<file path="src/design/swadm_pkg.sv">
// ----------------------------------------------------------------------------
// swadm_pkg
// Types, constants and tables shared by the six-wheel drive mixer.
// ----------------------------------------------------------------------------
`default_nettype none

package swadm_pkg;

  localparam int PULSE_W    = 12;
  localparam int CFG_IDX_W  = 4;
  localparam int CFG_DATA_W = 10;

  localparam logic [10:0] PULSE_MIN = 11'd1000;
  localparam logic [10:0] PULSE_MAX = 11'd2000;
  localparam logic [10:0] STEER_LO  = 11'd1485;
  localparam logic [10:0] STEER_HI  = 11'd1515;
  localparam logic [11:0] DIR_HOLD  = 12'd1500;
  localparam logic [10:0] RADIUS_MAX = 11'd1400;

  localparam logic [9:0] RST_HALF_TRACK = 10'd271;
  localparam logic [9:0] RST_REAR_OFF   = 10'd278;
  localparam logic [9:0] RST_FRONT_OFF  = 10'd301;
  localparam logic [9:0] RST_MID_TRACK  = 10'd304;
  localparam logic [7:0] RST_TRIM_LF    = 8'd97;
  localparam logic [7:0] RST_TRIM_LB    = 8'd97;
  localparam logic [7:0] RST_TRIM_RF    = 8'd94;
  localparam logic [7:0] RST_TRIM_RB    = 8'd96;

  typedef enum logic [CFG_IDX_W-1:0] {
    REG_HALF_TRACK  = 4'd0,
    REG_REAR_OFF    = 4'd1,
    REG_FRONT_OFF   = 4'd2,
    REG_MID_TRACK   = 4'd3,
    REG_TRIM_LF     = 4'd4,
    REG_TRIM_LB     = 4'd5,
    REG_TRIM_RF     = 4'd6,
    REG_TRIM_RB     = 4'd7
  } swadm_reg_t;

  // atan(2^-i) in 2^-16 degree
  localparam logic [22:0] CORDIC_TAB [16] = '{
    23'd2949120, 23'd1740967, 23'd919879, 23'd466945,
    23'd234379,  23'd117306,  23'd58666,  23'd29335,
    23'd14668,   23'd7334,    23'd3667,   23'd1833,
    23'd917,     23'd458,     23'd229,    23'd115
  };

  typedef struct packed {
    logic [9:0] half_track;
    logic [9:0] rear_off;
    logic [9:0] front_off;
    logic [9:0] mid_track;
    logic [7:0] trim_lf;
    logic [7:0] trim_lb;
    logic [7:0] trim_rf;
    logic [7:0] trim_rb;
  } swadm_cfg_t;

  typedef struct packed {
    logic [6:0]  speed;
    logic [10:0] radius;
    logic        turn_right;
    logic        turn_left;
    logic        reverse;
    logic        update;
  } swadm_job_t;

endpackage

`default_nettype wire

</file>
<file path="src/design/swadm_queue.sv">
// ----------------------------------------------------------------------------
// swadm_queue
// Short job queue between the front and back ends.
// ----------------------------------------------------------------------------
`default_nettype none

module swadm_queue #(
  parameter int DEPTH = 2
) (
  input  logic                  clk,
  input  logic                  rst,
  input  logic                  push,
  input  swadm_pkg::swadm_job_t push_data,
  output logic                  full,
  input  logic                  pop,
  output swadm_pkg::swadm_job_t pop_data,
  output logic                  empty
);
  import swadm_pkg::*;

  localparam int PTR_W = (DEPTH > 1) ? $clog2(DEPTH) : 1;
  localparam int CNT_W = $clog2(DEPTH + 1);

  swadm_job_t       slots [DEPTH];
  logic [PTR_W-1:0] wr_ptr;
  logic [PTR_W-1:0] rd_ptr;
  logic [CNT_W-1:0] count;

  assign full     = count == CNT_W'(DEPTH);
  assign empty    = count == '0;
  assign pop_data = slots[rd_ptr];

  always_ff @(posedge clk) begin
    if (push) begin
      slots[wr_ptr] <= push_data;
    end
  end

  always_ff @(posedge clk) begin
    if (rst) begin
      wr_ptr <= '0;
      rd_ptr <= '0;
      count  <= '0;
    end else begin
      if (push) begin
        wr_ptr <= (wr_ptr == PTR_W'(DEPTH - 1)) ? '0 : wr_ptr + 1'b1;
      end
      if (pop) begin
        rd_ptr <= (rd_ptr == PTR_W'(DEPTH - 1)) ? '0 : rd_ptr + 1'b1;
      end
      if (push && !pop) begin
        count <= count + 1'b1;
      end else if (!push && pop) begin
        count <= count - 1'b1;
      end
    end
  end

endmodule

`default_nettype wire

</file>
<file path="config.mk">
export PLATFORM = sky130hd
export DESIGN_NAME = swadm_queue
export DESIGN_NICKNAME = d
export VERILOG_FILES = /design/src/design/swadm_pkg.sv /design/src/design/swadm_queue.sv
export SDC_FILE = /design/constraint.sdc
export NUM_CORES = 1
export LEC_CHECK = 0
export BUFFER_PORTS_ARGS = -buffer_cell sky130_fd_sc_hd__buf_4
export CELL_PAD_IN_SITES_DETAIL_PLACEMENT = 1
export CELL_PAD_IN_SITES_GLOBAL_PLACEMENT = 1
export CORE_MARGIN = 1
export CORE_UTILIZATION = 42
export DETAILED_ROUTE_END_ITERATION = 8
export HOLD_SLACK_MARGIN = 0.08
export PLACE_DENSITY_LB_ADDON = 0.1
export SLEW_MARGIN = 40
export SYNTH_ARGS = -nofsm -noshare
export SYNTH_HDL_FRONTEND = slang
export SYNTH_SLANG_ARGS = --single-unit
</file>
<file path="constraint.sdc">
create_clock -name clk -period 2.3 [get_ports clk]
set_input_delay 0.345 -clock clk [delete_from_list [all_inputs] [get_ports clk]]
set_output_delay 0.345 -clock clk [all_outputs]
set_load 0.02 [all_outputs]
</file>
==> results <==
- The run finished with clean final reports.
- Setup repair after global routing left no endpoint under its margin.
- Routability-driven placement finished with a final weighted congestion of 0.619.
- During synthesis, Yosys emitted a total of 0 warnings.
- STA classifies the critical path startpoint as a register.
- The worst register-to-register path has a depth of 2.
- The die covers 4520 um2.
- The final critical-path share of the clock period is 0.741.
- The die boundary height is 67.2 um.
- The total clock sinks is 49.
- The number of rows created at floorplan is 23.
- Setup total negative slack on the finished layout was measured at 0 ns.
- In the synthesized netlist, the number of instances is 90.
- The mean cell area of the mapped netlist is 19.9 um2.
- The average wire per cell in the routed design is 15.3 um.
- The sequential share of power is 0.578.
- Before antenna repair, the detailed router went through 4 iterations.
- TritonCTS built the clock tree.
- In this run, CTS created clock tree buffers numbering 5.
- The flip-flop and latch count after synthesis is 49.
- The buffer count from post-CTS setup fixing is 0.
- Summed over all nets, the half-perimeter wirelength after detailed placement is 2260 um.
- Dividing total power by cell area gives a power density of 782 nW/um2.
- In the routed layout, each cell is associated on average with a via count of 4.71.
- The worst hold slack across all endpoints is 0.237 ns.
- After detailed routing, the wire length on met1 is 1190 um.
- Of the total power, the share spent switching nets is 0.236.
- The number of failing hold endpoints at the final stage is 0.
- The max-slew violation count is 0.
- Across all register-to-register paths, the minimum setup slack is 0.86 ns.
- The number of buffers and inverters on the critical path is 2.
- The worst register-to-register path ends at slots[1][17]$_DFFE_PP_.
- STA classifies the critical path endpoint as an output port.
- The number of buffer cells added on primary ports is 49.
- The width of the chip is 67.2 um.
- The number of nets still failing antenna checks after routing is 0.
- The net count of the finished layout is 176.
- The fraction of power consumed by combinational cells is 0.170.
- The number of flops mapped to enable cells by yosys is 44.
- The boundary pin count is 50.
- The number of global-route vias before repair came to 1022.
- The overall overflow remaining after global route is 0.
- The number of nets produced by synthesis is 117.
- The H-tree depth is 2.
- The routed design has 3070 um of wire.
- The critical path in this run is classified as reg -> out.
- The cell with the largest stage delay on the worst path is mux2_2.
- The tool flagged a number of max-cap violations equal to 0.
- The most instantiated flip-flop cell in the synthesis netlist is edfxtp_1.
- Data on the critical path is required at its endpoint by 1.96 ns.
- Ranked by instance count, the synthesized netlist is headed by edfxtp_1, mux2_2, dfxtp_1, nor2_1.
- The leakage power of the design is 0.894 nW.
- The worst clock skew is 0.00617 ns.
- The internal power of the cells totals 1.39 mW.
- The launch point of the worst hold path is push_data[11].
- Headroom to the max-slew limit came out at 0.684.
- The overall power of the completed layout is 1.82 mW.
- The maximum clock rate is 0.587 GHz.
- The signal on the critical path passes through buf_4 > mux2_2 > buf_4.
- The first global-routing pass estimated 4750 um of wire.
- Sorting the synthesized cells by area gives the leading types as edfxtp_1, mux2_2, dfxtp_1, nor2_1, xnor2_1.
- For the worst setup path, the data arrival time is 1.36 ns.
- The end point of the worst hold path is slots[0][11]$_DFFE_PP_.
- The worst register-to-register path begins at wr_ptr$_SDFFE_PP0P_.
- For this run, the number of standard cells in the final layout without fillers is 200.
- The critical path crosses 3 cells after its start point.
- For this block, the via count after detailed routing is 942.
- The cell sitting at the root of the clock tree is a clkbuf_8.
- The smallest clock period supported by the final layout is computed as 1.70 ns.
- The final core utilization is 0.578.
- The kind of cell with the highest combined delay along the critical path is buffers and inverters.
- The clock edge transition at the registers on the reported setup and hold paths is 0.08 ns.
- The cell area after synthesis is 1790 um2.
- For this configuration, the core starts out at a cell density of 0.443.
- The DRC violations left is 0.
- The uppermost signal routing layer after detailed routing is met3.
- Of the synthesized area, sequential elements account for 0.796.
- The count of routing violations after the opening detailed-route iteration is 23.
- Once the clock tree was built, the resizer swapped 0 gates to a different size.
- The tightest min-delay check is of the in -> reg type.
- For this design the total switching power over the nets is 0.430 mW.
- The synthesized netlist contains 15 unique library cells.
- The proportion of power drawn by the clock network is 0.252.
- Relative to the synthesized area, the layout overhead comes to 30.3%.
- In the detailed route, the total length drawn on met3 is 125 um.
- The most frequent cell on the critical path is buf_4.
- The number of cells in the design after placement is 192.
- The slew of the pin with the lowest slew margin is 0.474 ns.
- The number of antenna violations at the first check in global routing came to 0.
- The aggregate global-route resource usage is 0.149.
- The number of antenna diodes in the final layout is 0.
- The critical path's largest stage delay is 0.36 ns.
- Of the cells placed in the final design, the portion with a size suffix greater than 1 is 0.560.
- The deepest clock path buffer count is 2.
- The core area is 4030 um2.
- The wire length on met2 is 1750 um.
- The area share of the largest cell type after synthesis is 0.739.
- Entering global routing, the biggest net connects 15 pins.
- VDD sags by at most 0.525 mV.
- The final count of negative-setup-slack endpoints is 0.
- Along the worst path, the maximum fanout reaches 12.
- The proportion of synthesized flip-flops having asynchronous set or reset is 0.
- The number of buffers added to fix hold violations after cts is 0.
- The dominant cell type by area after synthesis is edfxtp_1.
- The clock insertion delay at the later pin of the skew report is 0.29 ns.
- Yosys instantiated no cell more often than edfxtp_1.
- The worst hold path depth is 1.
## worst register-to-register path: stages (launching register included)
cell and delay, ns:
dfxtp_1 0.39, and2_1 0.45, buf_4 0.31
## power groups by stage
stage / registers [mW] / logic [mW] / clock network (mW)
2_1_floorplan: 1.07 / 0.170 / 0
3_3_place_gp: 1.07 / 0.307 / 0
3_5_place_dp: 1.07 / 0.315 / 0
4_1_cts: 1.05 / 0.317 / 0.477
5_1_grt: 1.06 / 0.334 / 0.509
6_report: 1.05 / 0.310 / 0.460
## cells by family after synthesis
| group | count (synthesis) | share of synthesized area |
|---|---|---|
| buffers and inverters | 3 | 0.00770 |
| muxes | 22 | 0.139 |
| AOI/OAI and AO/OA | 2 | 0.00560 |
| DFF | 49 | 0.796 |
| and+or+nand+nor | 9 | 0.0259 |
| xor gates and xnor gates | 4 | 0.0196 |
| adders and majority gates | 1 | 0.00700 |
## how the worst max path moves through the flow
stage and to:
2_1_floorplan slots[0][0]$_DFFE_PP_, 3_3_place_gp slots[1][15]$_DFFE_PP_, 3_5_place_dp slots[1][15]$_DFFE_PP_, 4_1_cts pop_data[13], 5_1_grt pop_data[13], 6_report pop_data[13]
## metrics by stage
stage	setup slack (ns)	area (um2)
after global placement	0.834	2250
after detailed placement	0.753	2250
after CTS	0.565	2330
final	0.596	2330
after floorplan	0.531	1790
after global routing	0.536	2330
## layout by cell type (no fill, tap or decap), drive strengths merged
cell type	count
a21oi	1
and2	1
and2b	1
buf	54
clkbuf	5
clkinv	3
dfxtp	5
edfxtp	44
ha	1
inv	1
mux2	22
nor2	5
nor2b	1
o21ai	1
or3	1
xnor2	2
xor2	2
## state kept, by name, summed over array words and instances, names as in the netlist, named ones only
signal and flops:
wr_ptr 1, count 2, rd_ptr 1, slots 44
## cell type report
class / instances / area, um2
clock buffers: 5 / 68.8
clock inverters: 3 / 12.5
fillers: 396 / 1700
inverters: 1 / 3.75
multi-input cells: 38 / 354
flip-flops and latches: 49 / 1420
well taps: 50 / 62.6
repair buffers: 54 / 405
## routing by layer
metal | GRT usage | up-vias
met5 | 0 | -
met4 | 0.0479 | 0
met3 | 0.0338 | 0
met2 | 0.274 | 25
met1 | 0.171 | 457
li1 | - | 460
(Power assumes the default switching activity.)
