$ cat src/design/swadm_pkg.sv
// ----------------------------------------------------------------------------
// swadm_pkg
// Types, constants and tables shared by the six-wheel drive mixer.
// ----------------------------------------------------------------------------
`default_nettype none

package swadm_pkg;

  localparam int PULSE_W    = 12;
  localparam int CFG_IDX_W  = 4;
  localparam int CFG_DATA_W = 10;

  localparam logic [10:0] PULSE_MIN = 11'd1000;
  localparam logic [10:0] PULSE_MAX = 11'd2000;
  localparam logic [10:0] STEER_LO  = 11'd1485;
  localparam logic [10:0] STEER_HI  = 11'd1515;
  localparam logic [11:0] DIR_HOLD  = 12'd1500;
  localparam logic [10:0] RADIUS_MAX = 11'd1400;

  localparam logic [9:0] RST_HALF_TRACK = 10'd271;
  localparam logic [9:0] RST_REAR_OFF   = 10'd278;
  localparam logic [9:0] RST_FRONT_OFF  = 10'd301;
  localparam logic [9:0] RST_MID_TRACK  = 10'd304;
  localparam logic [7:0] RST_TRIM_LF    = 8'd97;
  localparam logic [7:0] RST_TRIM_LB    = 8'd97;
  localparam logic [7:0] RST_TRIM_RF    = 8'd94;
  localparam logic [7:0] RST_TRIM_RB    = 8'd96;

  typedef enum logic [CFG_IDX_W-1:0] {
    REG_HALF_TRACK  = 4'd0,
    REG_REAR_OFF    = 4'd1,
    REG_FRONT_OFF   = 4'd2,
    REG_MID_TRACK   = 4'd3,
    REG_TRIM_LF     = 4'd4,
    REG_TRIM_LB     = 4'd5,
    REG_TRIM_RF     = 4'd6,
    REG_TRIM_RB     = 4'd7
  } swadm_reg_t;

  // atan(2^-i) in 2^-16 degree
  localparam logic [22:0] CORDIC_TAB [16] = '{
    23'd2949120, 23'd1740967, 23'd919879, 23'd466945,
    23'd234379,  23'd117306,  23'd58666,  23'd29335,
    23'd14668,   23'd7334,    23'd3667,   23'd1833,
    23'd917,     23'd458,     23'd229,    23'd115
  };

  typedef struct packed {
    logic [9:0] half_track;
    logic [9:0] rear_off;
    logic [9:0] front_off;
    logic [9:0] mid_track;
    logic [7:0] trim_lf;
    logic [7:0] trim_lb;
    logic [7:0] trim_rf;
    logic [7:0] trim_rb;
  } swadm_cfg_t;

  typedef struct packed {
    logic [6:0]  speed;
    logic [10:0] radius;
    logic        turn_right;
    logic        turn_left;
    logic        reverse;
    logic        update;
  } swadm_job_t;

endpackage

`default_nettype wire

$ cat src/design/swadm_ifs.sv
// ----------------------------------------------------------------------------
// swadm interfaces
// Frame, result and register-write channels of the drive mixer.
// ----------------------------------------------------------------------------
`default_nettype none

interface swadm_frame_if;
  import swadm_pkg::*;
  logic               valid;
  logic               ready;
  logic [PULSE_W-1:0] throttle_pulse;
  logic [PULSE_W-1:0] steer_pulse;
  logic [PULSE_W-1:0] direction_pulse;
  modport source (output valid, throttle_pulse, steer_pulse, direction_pulse, input ready);
  modport sink   (input valid, throttle_pulse, steer_pulse, direction_pulse, output ready);
endinterface


`default_nettype wire

$ cat src/design/swadm_front.sv
// ----------------------------------------------------------------------------
// swadm_front
// Clamps the pulse widths, classifies the turn and derives speed and radius.
// ----------------------------------------------------------------------------
`default_nettype none

module swadm_front (
  swadm_frame_if.sink            frame,
  input  logic                   full,
  output logic                   push,
  output swadm_pkg::swadm_job_t  push_data
);
  import swadm_pkg::*;

  function automatic logic [10:0] clamp_pulse(input logic [PULSE_W-1:0] p);
    if (p < PULSE_W'(PULSE_MIN)) begin
      return PULSE_MIN;
    end else if (p > PULSE_W'(PULSE_MAX)) begin
      return PULSE_MAX;
    end
    return p[10:0];
  endfunction

  logic [10:0] thr_c;
  logic [10:0] st_c;
  logic [9:0]  thr_off;
  logic [22:0] speed_prod;
  logic        right;
  logic        left;
  logic [8:0]  steer_off;
  logic [16:0] steer_n;
  logic [34:0] radius_prod;

  assign frame.ready = !full;
  assign push        = frame.valid && !full;

  always_comb begin
    thr_c       = clamp_pulse(frame.throttle_pulse);
    st_c        = clamp_pulse(frame.steer_pulse);
    thr_off     = 10'(thr_c - PULSE_MIN);
    // divide by ten: exact for 0..1000
    speed_prod  = 23'(thr_off) * 23'd6554;
    right       = st_c > STEER_HI;
    left        = st_c < STEER_LO;
    if (right) begin
      steer_off = 9'(st_c - STEER_HI);
    end else if (left) begin
      steer_off = 9'(STEER_LO - st_c);
    end else begin
      steer_off = '0;
    end
    // off * 800 / 485 = off * 160 / 97, reciprocal exact over the range
    steer_n     = (17'(steer_off) << 7) + (17'(steer_off) << 5);
    radius_prod = 35'(steer_n) * 35'd172962;

    push_data.speed      = speed_prod[22:16];
    push_data.radius     = RADIUS_MAX - radius_prod[34:24];
    push_data.turn_right = right;
    push_data.turn_left  = left;
    push_data.reverse    = frame.direction_pulse < DIR_HOLD;
    push_data.update     = frame.direction_pulse != DIR_HOLD;
  end

endmodule

`default_nettype wire

$ cat src/flat_wrapper.sv
// flat-port wrapper written by rule: the top's interface ports become plain ports
module swadm_front_flat import swadm_pkg::*;
  (full, push, push_data, frame_valid, frame_throttle_pulse, frame_steer_pulse, frame_direction_pulse, frame_ready);
  swadm_frame_if frame_i ();
  input  logic full;
  output logic push;
  output swadm_pkg::swadm_job_t push_data;
  input wire logic [$bits(frame_i.valid)-1:0] frame_valid;
  input wire logic [$bits(frame_i.throttle_pulse)-1:0] frame_throttle_pulse;
  input wire logic [$bits(frame_i.steer_pulse)-1:0] frame_steer_pulse;
  input wire logic [$bits(frame_i.direction_pulse)-1:0] frame_direction_pulse;
  output wire logic [$bits(frame_i.ready)-1:0] frame_ready;
  assign frame_i.valid = frame_valid;
  assign frame_i.throttle_pulse = frame_throttle_pulse;
  assign frame_i.steer_pulse = frame_steer_pulse;
  assign frame_i.direction_pulse = frame_direction_pulse;
  assign frame_ready = frame_i.ready;
  swadm_front u_core (.frame(frame_i), .full(full), .push(push), .push_data(push_data));
endmodule
$ cat config.mk
export PLATFORM = sky130hd
export DESIGN_NAME = swadm_front_flat
export DESIGN_NICKNAME = d
export VERILOG_FILES = /design/src/design/swadm_pkg.sv /design/src/design/swadm_ifs.sv /design/src/design/swadm_front.sv /design/src/flat_wrapper.sv
export SDC_FILE = /design/constraint.sdc
export NUM_CORES = 1
export LEC_CHECK = 0
export ABC_AREA = 1
export BUFFER_PORTS_ARGS = -buffer_cell sky130_fd_sc_hd__clkbuf_2
export CORE_MARGIN = 4
export CORE_UTILIZATION = 35
export DETAILED_ROUTE_END_ITERATION = 7
export PLACE_DENSITY_LB_ADDON = 0.2
export SYNTH_ARGS = -nofsm -noshare
export SYNTH_HDL_FRONTEND = slang
export SYNTH_SLANG_ARGS = --single-unit
export TNS_END_PERCENT = 20
$ cat constraint.sdc
create_clock -name vclk -period 16.35
set_input_delay 1.635 -clock vclk [all_inputs]
set_output_delay 1.635 -clock vclk [all_outputs]
set_load 0.01 [all_outputs]
==> flow_summary.rst, run 1 <==
.. list-table::
   :header-rows: 1

   * - Metric
     - Value
   * - Ports
     - 62
   * - Maximum achievable frequency
     - 80.7 MHz
   * - Largest net degree at the start of global routing
     - 11
   * - Hold Crit Endpoint
     - frame_ready
   * - Wire length of the first global-routing pass
     - ~28,000 um
   * - Number of DRC markers in iteration 0
     - 202
   * - Slowest cell on the critical path
     - fa_1
   * - Synthesized area divided by synthesized cell count
     - 7.15 um2
   * - Core Rows
     - 52
   * - Area of the core
     - 20,200 um2
   * - Final ANT Viol Nets
     - 0
   * - Launching element type of the critical path
     - primary input
   * - Hold WC Path Type
     - in -> out
   * - Crit share post-route
     - 75.8%
   * - Area of the die
     - 22,800 um2
   * - Total gr overflow
     - 0
   * - Proportion of netlist area held by the largest area contributor
     - 33.3%
   * - Final antenna diode count
     - 0
   * - Slew @ Worst Pin
     - 0.763 ns
   * - Share of post-route cells with drive strength above 1
     - 7.53%
   * - Crit-path max FO
     - 9
   * - Final WL
     - 16,400 um
   * - Per-cell via count in the routed design
     - 4.58
   * - Final hold violations
     - 0
   * - Largest cells by area after synthesis
     - ha_1 33%, fa_1 20%, inv_1 12%
   * - Number of standard cells in the layout, taps in and fillers out
     - 1,333
   * - Starting Density
     - around 36%
   * - Placed wire-length estimate after detailed placement
     - 15,300 um
   * - Setup fix buffers added after clock tree synthesis
     - 0
   * - Area leader, netlist
     - ha_1
   * - Run status
     - finished clean
   * - Longest individual stage delay on the worst path
     - 0.57 ns
   * - Sum of negative setup slack
     - 0 ns
   * - Placed cells
     - 1,333
   * - Post-synthesis cell type count
     - 39
   * - Number of max-slew violations in the final report
     - 0
   * - Post-Synthesis Net Count
     - 1,302
   * - Vias
     - a little over 6k
   * - Final Critical Period
     - about 12 ns
   * - Worst path arrival time
     - 10.76 ns
   * - Endpoint type of the worst setup path
     - primary output
   * - Top library cells by usage in the layout, fill and taps aside
     - 234 x inv_1, 191 x ha_1, 180 x nand2_1
   * - CP Buf/Inv Count
     - 9
   * - Cell count after synthesis
     - between 1k and 1.5k
   * - Count of flip-flops and latches
     - 0
   * - Most common cell after layout, fill and taps aside
     - inv_1
   * - Fraction of the yosys area taken by sequential cells
     - 0%
   * - Count of cells resized by post-cts repair
     - 0
   * - Total standard cell area after synthesis
     - approximately 7000 um2
   * - Wire length per cell after detailed routing
     - 12.3 um
   * - Crit path from
     - frame_steer_pulse[6]
   * - Number of input and output port buffers inserted
     - 62
   * - Unrepaired setup endpoints after global routing
     - false
   * - Via count of the first global-routing pass
     - 6,071
   * - Number of max-cap violations
     - 0
   * - GR Util All Layers
     - 14.7%
   * - Global placement routability congestion
     - a little under 0.9
   * - Syn. warnings
     - 0
   * - Worst hold path depth
     - 3
   * - Final setup violation count
     - 0
   * - Die span in y
     - 151 um
   * - Antenna violations before repair
     - 0
   * - Top delay family on crit path
     - adder cells
   * - Worst path most repeated cell
     - nand2_1
   * - Sequential standard cell area
     - 0 um2
   * - Count of hold-fix buffers inserted at cts
     - 0
   * - Min-Delay Startpoint
     - full
   * - Count of nets after finishing
     - 1,364
   * - Worst setup path class
     - in -> out
   * - Final Hold Slack
     - 3.50 ns
   * - Drc violations
     - 0
   * - Filler Cells Inserted
     - 2,208
   * - Rel. slew slack
     - 48.9%
   * - Data required time of the worst path
     - ~15 ns
   * - First-pass iteration count of the detailed router
     - 4
   * - Area growth from synthesis to layout
     - 8.83%
   * - Clock buffers
     - 0
   * - Width of the chip
     - 151 um
[worst max-delay path by stage]
| stage | cells after the start | to | slack, ns |
|---|---|---|---|
| 4_1_cts | 48 | push_data[14] | 3.88 |
| 3_5_place_dp | 48 | push_data[14] | 3.94 |
| 2_1_floorplan | 50 | push_data[14] | 5.35 |
| 3_3_place_gp | 48 | push_data[14] | 4.13 |
| 6_report | 48 | push_data[14] | 3.96 |
| 5_1_grt | 48 | push_data[14] | 3.13 |
[per-stage QoR]
step	instance area, um2	utilization, %	worst slack (ns)
2_1_floorplan	7170	-	5.35
3_3_place_gp	7800	38.7	4.13
3_5_place_dp	7800	38.7	3.94
4_1_cts	7800	38.7	3.88
5_1_grt	7800	38.7	3.13
6_report	7800	38.7	3.96
[routing by layer]
layer / routed length, um / GRT usage [%] / share of wire, %
met1: 8520 / 22.1 / 52
met2: 7290 / 24.8 / 45
met3: 387 / 0.209 / 2.4
met4: 176 / 1.18 / 1.1
met5: 0 / 0 / 0
[synthesized netlist by cell type (all sizes together)]
cell type  number
ha            191
nor4            4
o21bai          4
nand3b          3
nor2b           1
o211ai          2
o21a            3
a21boi          2
nor2           75
clkinv          1
nor3           18
and2            1
buf             2
o31ai           2
nand4          15
a2111oi         1
nand3          55
fa             70
or2             1
xnor2           8
nand2         188
a21oi          54
a21o            2
nand2b          1
a31oi           3
o21ai          31
a22oi           1
a221oi          1
nor3b           1
inv           235
xor2           26
a211oi          1
[layout make-up]
type | instances | area [um2] | share of cell area (%)
repair buffers | 62 | 310 | 3.98
multi-input cells | 765 | 6270 | 80.3
inverters | 236 | 886 | 11.4
well taps | 270 | 338 | 4.33
[logic make-up (layout without fill, tap and decap cells)]
kind of cell,after synthesis,in the layout,synth area share (%)
AOI/OAI and AO/OA,107,107,8.43
xor gates and xnor gates,34,34,4.15
adders and majority gates,261,261,52.9
buffers and inverters,238,298,12.6
and+or+nand+nor,363,363,22.0
Power of run 1 is not shown: default switching activity piles up to over one toggle a cycle in this logic, so the estimate is an artifact.
==> run 2: changes to the inputs <==
==> constraint.sdc (replaced) <==
create_clock -name vclk -period 11.4
set_input_delay 1.14 -clock vclk [all_inputs]
set_output_delay 1.14 -clock vclk [all_outputs]
set_load 0.01 [all_outputs]
==> run 2 against run 1 <==
Net effect: critical path type unchanged; first-iteration DRC count down 17%; via count is 1.7% higher; critical endpoint unchanged; non-clock buffer count increased by 8; hold slack lost 0.99 ns.
==> flow_summary.rst, run 2 (synthesized netlist as in run 1, its figures left out) <==
.. list-table::
   :header-rows: 1

   * - Metric
     - Value
   * - CP Buf/Inv Count
     - 5 (was 9)
   * - Vias
     - 6,213 (was 6,110)
   * - Hold Crit Endpoint
     - frame_ready (unchanged)
   * - Number of max-cap violations
     - 0 (unchanged)
   * - Unrepaired setup endpoints after global routing
     - false (unchanged)
   * - Count of flip-flops and latches
     - 0 (unchanged)
   * - Wire length per cell after detailed routing
     - 12.2 um (was 12.3 um)
   * - Share of post-route cells with drive strength above 1
     - 8.59% (was 7.53%)
   * - Worst setup path class
     - in -> out (unchanged)
   * - GR Util All Layers
     - 15.1% (was 14.7%)
   * - Final WL
     - 16,400 um (about the same)
   * - Drc violations
     - 0 (unchanged)
   * - Logic depth of the worst setup path including buffers
     - 47 (was 48)
   * - Count of cells resized by post-cts repair
     - 0 (unchanged)
   * - Setup fix buffers added after clock tree synthesis
     - 0 (unchanged)
   * - Sequential standard cell area
     - 0 um2 (unchanged)
   * - Antenna violations before repair
     - 0 (unchanged)
   * - Total gr overflow
     - 0 (unchanged)
   * - Ports
     - 62 (unchanged)
   * - Launching element type of the critical path
     - primary input (unchanged)
   * - Slew @ Worst Pin
     - 0.709 ns (was 0.763 ns)
   * - Placed wire-length estimate after detailed placement
     - 15,500 um (was 15,300 um)
   * - Final Critical Period
     - 10.50 ns
   * - Run status
     - finished clean (unchanged)
   * - Count of nets after finishing
     - 1,372 (was 1,364)
   * - Crit share post-route
     - between 90 and 100%
   * - Crit-path max FO
     - 9 (unchanged)
   * - Endpoint type of the worst setup path
     - primary output (unchanged)
   * - First-pass iteration count of the detailed router
     - 4 (unchanged)
   * - Worst path arrival time
     - 9.36 ns (was 10.76 ns)
   * - Global placement routability congestion
     - 0.872 (was 0.887)
   * - Longest individual stage delay on the worst path
     - 0.47 ns (was 0.57 ns)
   * - Final hold violations
     - 0 (unchanged)
   * - Final setup violation count
     - 0 (unchanged)
   * - Per-cell via count in the routed design
     - 4.63 (was 4.58)
   * - Filler Cells Inserted
     - 2,213 (was 2,208)
   * - Slowest cell on the critical path
     - fa_1 (unchanged)
   * - Die span in y
     - 151 um (unchanged)
   * - Width of the chip
     - 151 um (unchanged)
   * - Starting Density
     - 35.5% (unchanged)
   * - Number of DRC markers in iteration 0
     - 168 (was 202)
   * - Area of the core
     - 20,200 um2 (unchanged)
   * - Via count of the first global-routing pass
     - 6,194 (was 6,071)
   * - Most common cell after layout, fill and taps aside
     - inv_1 (unchanged)
   * - Top library cells by usage in the layout, fill and taps aside
     - 234 x inv_1, 191 x ha_1, 180 x nand2_1 (unchanged)
   * - Largest net degree at the start of global routing
     - 11 (unchanged)
   * - Clock buffers
     - 0 (unchanged)
   * - Crit path from
     - frame_steer_pulse[6] (unchanged)
   * - Number of max-slew violations in the final report
     - 0 (unchanged)
   * - Hold WC Path Type
     - in -> out (unchanged)
   * - Number of input and output port buffers inserted
     - 62 (unchanged)
   * - Area of the die
     - 22,800 um2 (unchanged)
   * - Core Rows
     - 52 (unchanged)
   * - Min-Delay Startpoint
     - full (unchanged)
   * - Top delay family on crit path
     - adder cells (unchanged)
   * - Rel. slew slack
     - 52.3% (was 48.9%)
   * - Sum of negative setup slack
     - 0 ns (unchanged)
   * - Count of hold-fix buffers inserted at cts
     - 0 (unchanged)
   * - Worst hold path depth
     - 3 (unchanged)
   * - Maximum achievable frequency
     - 95.2 MHz
   * - Final antenna diode count
     - 0 (unchanged)
   * - Wire length of the first global-routing pass
     - 29,000 um (was 28,300 um)
   * - Worst path most repeated cell
     - nand2_1 (unchanged)
   * - Area growth from synthesis to layout
     - 10.1% (was 8.83%)
   * - Data required time of the worst path
     - 10.26 ns (was 14.71 ns)
   * - Final ANT Viol Nets
     - 0 (unchanged)
[run 2: worst max path at each step]
| stage | end | slack, ns |
|---|---|---|
| 2_1_floorplan | push_data[14] | 1.39 |
| 3_3_place_gp | push_data[14] | 0.67 |
| 3_5_place_dp | push_data[14] | 0.46 |
| 4_1_cts | push_data[14] | 0.43 |
| 5_1_grt | push_data[14] | 0.06 |
| 6_report | push_data[14] | 0.90 |
[run 2: layout make-up]
cell class / count / area (um2) / share of cell area (%)
Inverter: 236 / 886 / 11.2
Timing Repair Buffer: 70 / 370 / 4.69
Multi-Input combinational cell: 765 / 6300 / 79.8
Tap cell: 270 / 338 / 4.28
[run 2: per-layer routing]
metal | vias to the layer above | GRT usage [%] | wire length, um | share of wire [%]
met1 | 2768 | 22.6 | 8660 | 53
li1 | 3347 | - | - | -
met2 | 86 | 25.2 | 7220 | 44
met5 | - | 0 | 0 | 0
met3 | 12 | 0.180 | 320 | 1.9
met4 | 0 | 1.54 | 212 | 1.3
[run 2: metrics by stage]
step           hold slack, ns  instance area (um2)  instances  util, %  setup slack (ns)
5_1_grt                  2.53                 7900       1341     39.1            0.0551
3_5_place_dp             2.51                 7860       1341     39.0             0.459
2_1_floorplan            2.32                 7170       1003        -              1.39
6_report                 2.51                 7900       1341     39.1             0.898
3_3_place_gp             2.51                 7860       1341     39.0             0.668
4_1_cts                  2.51                 7860       1341     39.0             0.427
Power of run 2 is left out for the same reason.
==> run 3: changes to the inputs <==
--- a/config.mk
+++ b/config.mk
@@ -8,7 +8,7 @@
 export ABC_AREA = 1
 export BUFFER_PORTS_ARGS = -buffer_cell sky130_fd_sc_hd__clkbuf_2
 export CORE_MARGIN = 4
-export CORE_UTILIZATION = 35
+export CORE_UTILIZATION = 40
 export DETAILED_ROUTE_END_ITERATION = 7
 export PLACE_DENSITY_LB_ADDON = 0.2
 export SYNTH_ARGS = -nofsm -noshare
==> run 3 against run 2 <==
Net effect: maximum frequency shrank 0.83%; critical path depth down 1; setup slack got worse by 0.088 ns; largest cell class unchanged.
==> flow_summary.rst, run 3 (synthesized netlist as in run 1, its figures left out) <==
.. list-table::
   :header-rows: 1

   * - Metric
     - Value
   * - Run status
     - finished clean (unchanged)
   * - Final ANT Viol Nets
     - 0 (unchanged)
   * - Via count of the first global-routing pass
     - 6,170 (was 6,194)
   * - Min-Delay Startpoint
     - full (unchanged)
   * - Number of DRC markers in iteration 0
     - 229 (was 168)
   * - Share of post-route cells with drive strength above 1
     - 8.99% (was 8.59%)
   * - Rel. slew slack
     - 55.3% (was 52.3%)
   * - Slowest cell on the critical path
     - fa_1 (unchanged)
   * - Number of input and output port buffers inserted
     - 62 (unchanged)
   * - Placed wire-length estimate after detailed placement
     - 14,800 um (was 15,500 um)
   * - Crit share post-route
     - 92.9% (was 92.1%)
   * - Worst path most repeated cell
     - nand2_1 (unchanged)
   * - Count of nets after finishing
     - 1,369 (was 1,372)
   * - Worst path arrival time
     - 9.45 ns (was 9.36 ns)
   * - GR Util All Layers
     - 16.2% (was 15.1%)
   * - Top library cells by usage in the layout, fill and taps aside
     - 234 x inv_1, 191 x ha_1, 179 x nand2_1 (was 234 x inv_1, 191 x ha_1, 180 x nand2_1)
   * - Die span in y
     - 142 um (was 151 um)
   * - Vias
     - 6,265 (was 6,213)
   * - Layer with the highest usage after global routing
     - met2 (unchanged)
   * - Final setup violation count
     - 0 (unchanged)
   * - Hold Crit Endpoint
     - frame_ready (unchanged)
   * - Worst hold path depth
     - 3 (unchanged)
   * - Wire length of the first global-routing pass
     - 28,100 um (was 29,000 um)
   * - Longest individual stage delay on the worst path
     - 0.47 ns (about the same)
   * - Ports
     - 62 (unchanged)
   * - Maximum achievable frequency
     - 94.4 MHz (was 95.2 MHz)
   * - Endpoint type of the worst setup path
     - primary output (unchanged)
   * - Slew @ Worst Pin
     - 0.665 ns (was 0.709 ns)
   * - Area of the core
     - 17,400 um2 (was 20,200 um2)
   * - Number of max-slew violations in the final report
     - 0 (unchanged)
   * - Area of the die
     - 20,100 um2 (was 22,800 um2)
   * - Worst setup path class
     - in -> out (unchanged)
   * - Per-cell via count in the routed design
     - 4.85 (was 4.63)
   * - Setup fix buffers added after clock tree synthesis
     - 0 (unchanged)
   * - Drc violations
     - 0 (unchanged)
   * - Final WL
     - 15,800 um (was 16,400 um)
   * - Crit-path max FO
     - 9 (unchanged)
   * - Final hold violations
     - 0 (unchanged)
   * - Number of max-cap violations
     - 0 (unchanged)
   * - Hold WC Path Type
     - in -> out (unchanged)
   * - Met3 track demand over resource
     - 0.0674% (was 0.180%)
   * - First-pass iteration count of the detailed router
     - 5 (was 4)
   * - Global placement routability congestion
     - 0.888 (was 0.872)
   * - Sum of negative setup slack
     - 0 ns (unchanged)
   * - Met1 usage
     - 24.9% (was 22.6%)
   * - Wire length per cell after detailed routing
     - 12.2 um (about the same)
   * - Launching element type of the critical path
     - primary input (unchanged)
   * - Filler Cells Inserted
     - 1,825 (was 2,213)
   * - Global routing met2 resource utilization
     - 27.2% (was 25.2%)
   * - Total gr overflow
     - 0 (unchanged)
   * - Final antenna diode count
     - 0 (unchanged)
   * - Clock buffers
     - 0 (unchanged)
   * - Sequential standard cell area
     - 0 um2 (unchanged)
   * - Final Critical Period
     - 10.59 ns (was 10.50 ns)
   * - Unrepaired setup endpoints after global routing
     - false (unchanged)
   * - Width of the chip
     - 142 um (was 151 um)
   * - Antenna violations before repair
     - 0 (unchanged)
   * - Largest net degree at the start of global routing
     - 11 (unchanged)
   * - Starting Density
     - 41.2% (was 35.5%)
   * - Area growth from synthesis to layout
     - 9.65% (was 10.1%)
   * - Data required time of the worst path
     - 10.26 ns (about the same)
   * - Most common cell after layout, fill and taps aside
     - inv_1 (unchanged)
   * - Count of flip-flops and latches
     - 0 (unchanged)
   * - Core Rows
     - 48 (was 52)
-- run 3: changes by cell type in the layout (fill, tap and decap cells not counted), sizes merged --
cell / change
buf: -3
-- run 3: routing by layer --
metal / up-vias / share of wire [%]
met2: 84 / 45
li1: 3337 / -
met5: - / 0
met3: 2 / 1.9
met1: 2842 / 54
met4: 0 / 0.070
-- run 3: worst max-delay path, delay by kind of cell --
kind | cells | cell delay [ns]
AO/OA/AOI/OAI | 8 | 1.53
XOR/XNOR | 2 | 0.41
buffers and inverters | 5 | 0.72
AND/OR/NAND/NOR | 21 | 2.27
adder cells (fa/ha/maj) | 10 | 3.38
-- run 3: metrics by stage --
stage	cell area (um2)	cells	worst slack, ns	utilization (%)	hold slack, ns
after floorplan	7170	1003	1.39	-	2.32
after global placement	7780	1293	0.471	44.7	2.51
after detailed placement	7780	1293	0.233	44.7	2.51
after CTS	7780	1293	0.216	44.7	2.51
after global routing	7860	1293	0.0424	45.1	2.54
final	7860	1293	0.810	45.1	2.51
-- run 3: worst max-delay path by stage --
stage / start / endpoint
finish: frame_steer_pulse[6] / push_data[14]
global route: frame_steer_pulse[6] / push_data[14]
CTS: frame_steer_pulse[6] / push_data[14]
detailed placement: frame_steer_pulse[6] / push_data[14]
global placement: frame_steer_pulse[6] / push_data[14]
floorplan: frame_steer_pulse[7] / push_data[14]
-- run 3: layout make-up --
class / instances / area, um2 / area share (%)
repair buffers: 67 / 348 / 4.43
inverters: 236 / 886 / 11.3
multi-input cells: 765 / 6340 / 80.7
well taps: 225 / 282 / 3.58
-- run 3: what timing repair did --
item                       in CTS  in global routing
resized for setup               0                 14
hold buffers                    0                  0
setup endpoints to repair       0                 10
Power of run 3 is left out for the same reason.
